### src/rtl/bbpc_pkg.sv
package bbpc_pkg;

    localparam int COORD_W  = 32;
    localparam int REG_W    = 64;
    localparam int REG_NUM  = 8;
    localparam int IDX_W    = 4;
    localparam int PROD_W   = 48;
    localparam int SUM_W    = 50;
    localparam int REM_W    = 51;
    localparam int Q_W      = 31;
    localparam int NLO_W    = 15;
    localparam int XF_LAT   = 2;
    localparam int DIV_LAT  = Q_W + 2;
    localparam int PIPE_LAT = XF_LAT + DIV_LAT;
    localparam int CORNERS  = 8;
    localparam int K_W      = 3;

    localparam logic signed [COORD_W-1:0] FIX_ONE = 32'sh0001_0000;
    localparam logic signed [COORD_W-1:0] SAT_POS = 32'sh7FFF_FFFF;
    localparam logic signed [COORD_W-1:0] SAT_NEG = 32'sh8000_0000;

    localparam logic [REG_W-1:0] MAT_RST [REG_NUM] = '{
        64'h0000_0000_0001_0000, 64'h0, 64'h0001_0000_0000_0000, 64'h0,
        64'h0, 64'h0000_0000_0001_0000, 64'h0, 64'h0001_0000_0000_0000
    };

    typedef logic [REG_W-1:0] mat_t [REG_NUM];

    typedef struct packed {
        logic signed [COORD_W-1:0] box_low_x;
        logic signed [COORD_W-1:0] box_low_y;
        logic signed [COORD_W-1:0] box_low_z;
        logic signed [COORD_W-1:0] box_high_x;
        logic signed [COORD_W-1:0] box_high_y;
        logic signed [COORD_W-1:0] box_high_z;
    } in_t;

    typedef struct packed {
        logic                      visible;
        logic                      behind_viewer;
        logic signed [COORD_W-1:0] rect_min_x;
        logic signed [COORD_W-1:0] rect_min_y;
        logic signed [COORD_W-1:0] rect_max_x;
        logic signed [COORD_W-1:0] rect_max_y;
        logic signed [COORD_W-1:0] max_depth;
    } out_t;

    typedef struct packed {
        logic valid;
        logic first;
        logic last;
    } tag_t;

endpackage

### src/rtl/bbpc_reduce.sv
module bbpc_reduce
    import bbpc_pkg::*;
(
    input  logic                      clk,
    input  logic                      rst_n,
    input  logic                      en,
    input  tag_t                      tag,
    input  logic signed [COORD_W-1:0] px,
    input  logic signed [COORD_W-1:0] py,
    input  logic signed [COORD_W-1:0] pz,
    output logic                      res_valid,
    output out_t                      res
);

    logic signed [COORD_W-1:0] mnx_reg, mny_reg, mxx_reg, mxy_reg, mz_reg;
    logic signed [COORD_W-1:0] mnx_next, mny_next, mxx_next, mxy_next, mz_next;
    logic                      valid_reg;
    out_t                      res_reg;
    logic                      behind;

    function automatic logic inside_unit(input logic signed [COORD_W-1:0] v);
        return (v > -FIX_ONE) && (v < FIX_ONE);
    endfunction

    always_comb
    begin
        logic signed [COORD_W-1:0] bnx, bny, bxx, bxy, bz;
        bnx = tag.first ? SAT_POS : mnx_reg;
        bny = tag.first ? SAT_POS : mny_reg;
        bxx = tag.first ? SAT_NEG : mxx_reg;
        bxy = tag.first ? SAT_NEG : mxy_reg;
        bz  = tag.first ? -FIX_ONE : mz_reg;
        mnx_next = (px < bnx) ? px : bnx;
        mxx_next = (px > bxx) ? px : bxx;
        mny_next = (py < bny) ? py : bny;
        mxy_next = (py > bxy) ? py : bxy;
        mz_next  = (pz > bz) ? pz : bz;
    end

    assign behind = mz_next < 0;

    always_ff @(posedge clk)
    begin
        if (en && tag.valid)
        begin
            mnx_reg <= mnx_next;
            mny_reg <= mny_next;
            mxx_reg <= mxx_next;
            mxy_reg <= mxy_next;
            mz_reg  <= mz_next;
            if (tag.last)
            begin
                res_reg.visible       <= !behind
                    && (inside_unit(mnx_next) || inside_unit(mxx_next))
                    && (inside_unit(mny_next) || inside_unit(mxy_next));
                res_reg.behind_viewer <= behind;
                res_reg.rect_min_x    <= mnx_next;
                res_reg.rect_min_y    <= mny_next;
                res_reg.rect_max_x    <= mxx_next;
                res_reg.rect_max_y    <= mxy_next;
                res_reg.max_depth     <= mz_next;
            end
        end
    end

    always_ff @(posedge clk or negedge rst_n)
    begin
        if (!rst_n)
            valid_reg <= 1'b0;
        else if (en)
            valid_reg <= tag.valid && tag.last;
    end

    assign res_valid = valid_reg;
    assign res       = res_reg;

endmodule

### config.mk
export PLATFORM = sky130hd
export DESIGN_NAME = bbpc_reduce
export DESIGN_NICKNAME = d
export VERILOG_FILES = /design/src/rtl/bbpc_pkg.sv /design/src/rtl/bbpc_reduce.sv
export SDC_FILE = /design/constraint.sdc
export NUM_CORES = 1
export LEC_CHECK = 0
export BUFFER_PORTS_ARGS = -buffer_cell sky130_fd_sc_hd__buf_2
export CAP_MARGIN = 20
export CORE_MARGIN = 8
export CORE_UTILIZATION = 35
export DETAILED_ROUTE_END_ITERATION = 8
export PLACE_DENSITY = 0.57
export SLEW_MARGIN = 20
export SYNTH_ARGS = -nofsm -noshare
export SYNTH_HDL_FRONTEND = slang
export SYNTH_SLANG_ARGS = --single-unit
### constraint.sdc
create_clock -name clk -period 3.6 [get_ports clk]
set_input_delay 0.18 -clock clk [delete_from_list [all_inputs] [get_ports clk]]
set_output_delay 0.18 -clock clk [all_outputs]
set_load 0.1 [all_outputs]
==> flow_summary.json <==
{
  "grt.met1_usage_pct": 23.3,
  "gr-total-overflow": 0,
  "post_cts_buffers": 0,
  "crit_chain": "nand2_1 > ha_1 > and3_1 > nand4_1 > or4_1 > or4_1 > inv_1 > nor3_4 > buf_12 > a21oi_1 > a221oi_2",
  "core_area_sq_um": 46300,
  "cts-htree-levels": 2,
  "crit_arrival_ns": 3.67,
  "seq_area_sq_um": 9660,
  "async_flop_share_pct": 0.311,
  "dp_worst_setup_slack_ns": -0.0796,
  "max_freq_mhz": 296,
  "reg2reg_from": "mxy_reg[28]",
  "syn_nets": 1640,
  "grt.met2_usage_pct": 25.9,
  "utilization_pct": 43.2,
  "seq_power_share_pct": 43.4,
  "drv_slew": 0,
  "fin_crit_ns": 3.38,
  "hold_violations": 0,
  "slew_headroom_pct": 52.0,
  "r2r_end": "res[161]",
  "dieWidth_um": 232,
  "grt_pass1_vias": 12400,
  "cap_viol_max_count": 0,
  "routed_via_density": 5.26,
  "start_kind": "register",
  "met3_usage_pct": 4.24,
  "power_density_nw_per_um2": 522,
  "cpMostUsedCell": "or4_1",
  "drtIter0Drc": 840,
  "ir_drop_v": 0.000327,
  "port-buffer-count": 264,
  "ys_warn_count": 0,
  "cp_max_fo": 33,
  "reg2reg_slack_ns": 0.22,
  "power.switching_w": 0.00304,
  "outcome": "finished, final reports clean",
  "startpoint": "mxy_reg[28]",
  "worstSetupPathType": "reg2reg",
  "cts_tree": "yes",
  "worst_slew_pin_slew_ns": 0.720,
  "initial_core_util_pct": 35.2,
  "netlist_instances": 1380,
  "drcViolationCount": 0,
  "grt-busiest-layer": "met2",
  "fp-row-count": 79,
  "endpoint": "res[161]",
  "p_sw_share_pct": 29.2,
  "crit_path_end_kind": "register",
  "die_area_sq_um": 53600,
  "multi_input_area_sq_um": 6340,
  "fill_cells": 4407,
  "ant_nets": 0,
  "combPwrFrac_pct": 18.7,
  "cp_num_buf_inv": 2,
  "cp_slowest_cell": "or4_1",
  "grtUsageTotal_pct": 17.0,
  "grt_pass1_wl_mm": 72.2,
  "reg2regPathDepth": 11,
  "clock_path_buffers": 3,
  "vias": 12200,
  "grt_max_degree": 90,
  "setup_viol": 0,
  "wl_mm": 46.3,
  "drive_gt1_share_pct": 22.1,
  "layout_commonest_cell": "edfxtp_1",
  "p_clk_share_pct": 37.9,
  "numCtsBuffers": 37,
  "place.gp.congestion": 0.899,
  "largest_reg_flops": 161,
  "synth-main-ff-cell": "edfxtp_1",
  "firstDrtPassIters": 5,
  "max_stage_delay_ns": 0.62,
  "final_cell_mix": "321 x edfxtp_1, 263 x buf_2, 170 x nand2_1, 170 x nor2_1, 158 x ha_1",
  "finClkSkew_ns": 0.0160,
  "cts_sinks": 322,
  "synth_area_sq_um": 16300,
  "fin_nets": 1945,
  "hold_ws_ns": 0.0385,
  "synth.distinct_cells": 61,
  "synth_edf_count": 321,
  "ys_seq_area_share_pct": 59.4,
  "required_ns": 3.89,
  "die_y_um": 232,
  "crit_family": "simple AND/OR/NAND/NOR gates",
  "post-route-worst-setup-slack_ns": 0.222,
  "rsz0062_at_grt": "no",
  "power.leakage_nw": 7.88,
  "syn_area_per_cell_sq_um": 11.8,
  "worst-path-stages": 11,
  "ys_seq_elements": 322,
  "hp-class": "in2reg",
  "io_pins": 265,
  "worstSkewPairLatency_ns": 0.55,
  "synthToLayoutAreaGrowth_pct": 23.0,
  "fin_crit_sh_pct": 93.8,
  "hpwl_mm": 34.0,
  "ctsResizeCount": 0,
  "antenna_found_initial": 1,
  "wl_per_cell_um": 20.0,
  "clockRootBuffer": "clkbuf_16",
  "clk_pin_slew_worst_paths_ns": 0.06,
  "p_int_w": 0.00739,
  "n_antenna_cell": 0
}
## metrics by stage
stage               cells  total power, W  TNS [ns]  cell area, sq um
CTS                  2319          0.0106         0             20000
finish               2319          0.0104         0             20000
global placement     2242         0.00652         0             18600
floorplan            1380         0.00598         0             16300
global route         2319          0.0109         0             20000
detailed placement   2242         0.00655    -0.147             18600
## timing repair
item / 4_1_cts / 5_1_grt
endpoints found under the setup margin: 0 / 0
hold endpoints to repair: 18 / 0
hold buffers: 11 / 0
## worst min-delay path, cell delays in order
cell and delay, ns:
buf_2 0.12, inv_1 0.05, mux2i_1 0.07
## area by class of cell
class	instances	area share, %
clock inverter	23	1.38
inverter	27	0.507
timing repair buffer	316	9.33
multi-input combinational	981	31.7
tap	607	3.80
sequential	322	48.3
clock buffer	43	4.95
## kinds of logic after synthesis
family / after synthesis / share of synthesized area (%)
muxes: 27 / 1.72
and+or+nand+nor: 512 / 14.6
DFF: 322 / 59.4
buffers and inverters: 77 / 1.89
adders and majority gates: 158 / 12.2
AOI/OAI and AO/OA: 284 / 10.2
## power by group through the flow
stage / combinational [W] / sequential (W) / clock [W]
2_1_floorplan: 0.000860 / 0.00512 / 0
3_5_place_dp: 0.00194 / 0.00461 / 0
3_3_place_gp: 0.00191 / 0.00461 / 0
6_report: 0.00195 / 0.00453 / 0.00395
5_1_grt: 0.00214 / 0.00455 / 0.00421
4_1_cts: 0.00196 / 0.00453 / 0.00408
## worst min-delay path by stage
stage | from | end | slack (ns) | cells past startpoint
4_1_cts | pz[27] | mz_reg[27] | 0.0006 | 3
6_report | pz[13] | res[13] | 0.04 | 3
3_5_place_dp | rst_n | res_valid | -0.04 | 1
3_3_place_gp | rst_n | res_valid | -0.05 | 1
5_1_grt | py[0] | mxy_reg[0] | 0.03 | 2
2_1_floorplan | rst_n | res_valid | -0.12 | 0
## cell usage after synthesis, types with 2 or more instances
master | number | area, sq um
edfxtp_1 | 321 | 9640
nand2_1 | 170 | 638
nor2_1 | 170 | 638
ha_1 | 158 | 1980
a21oi_1 | 132 | 661
o21ai_0 | 80 | 400
nand4_1 | 56 | 350
clkbuf_1 | 34 | 128
nor4_1 | 32 | 200
inv_1 | 27 | 101
mux2i_1 | 21 | 210
nor3_1 | 15 | 75.1
a21o_1 | 14 | 105
nand3_1 | 14 | 70.1
or4_1 | 14 | 105
buf_2 | 9 | 45.0
and4_1 | 8 | 70.1
nor2b_1 | 8 | 50.1
o211ai_1 | 8 | 60.1
o41ai_1 | 7 | 61.3
a211oi_1 | 6 | 45.0
and3_1 | 5 | 31.3
buf_1 | 5 | 18.8
mux2_2 | 5 | 56.3
a211o_1 | 4 | 35.0
a31oi_1 | 4 | 25.0
nand2b_1 | 4 | 25.0
a221oi_1 | 3 | 26.3
nand4b_1 | 3 | 26.3
o31ai_1 | 3 | 22.5
or3_1 | 3 | 18.8
a41o_1 | 2 | 20.0
a41oi_1 | 2 | 17.5
and2_1 | 2 | 12.5
buf_4 | 2 | 15.0
o21a_1 | 2 | 15.0
o21ai_1 | 2 | 10.0
or2_2 | 2 | 12.5
## metal layers
metal	vias to the layer above	wire length, um	share of wire (%)
met5	-	15	0.032
met4	2	1370	3.0
met3	93	3290	7.1
met2	378	20300	44
met1	5817	21300	46
li1	5906	-	-
(Power assumes the default switching activity.)
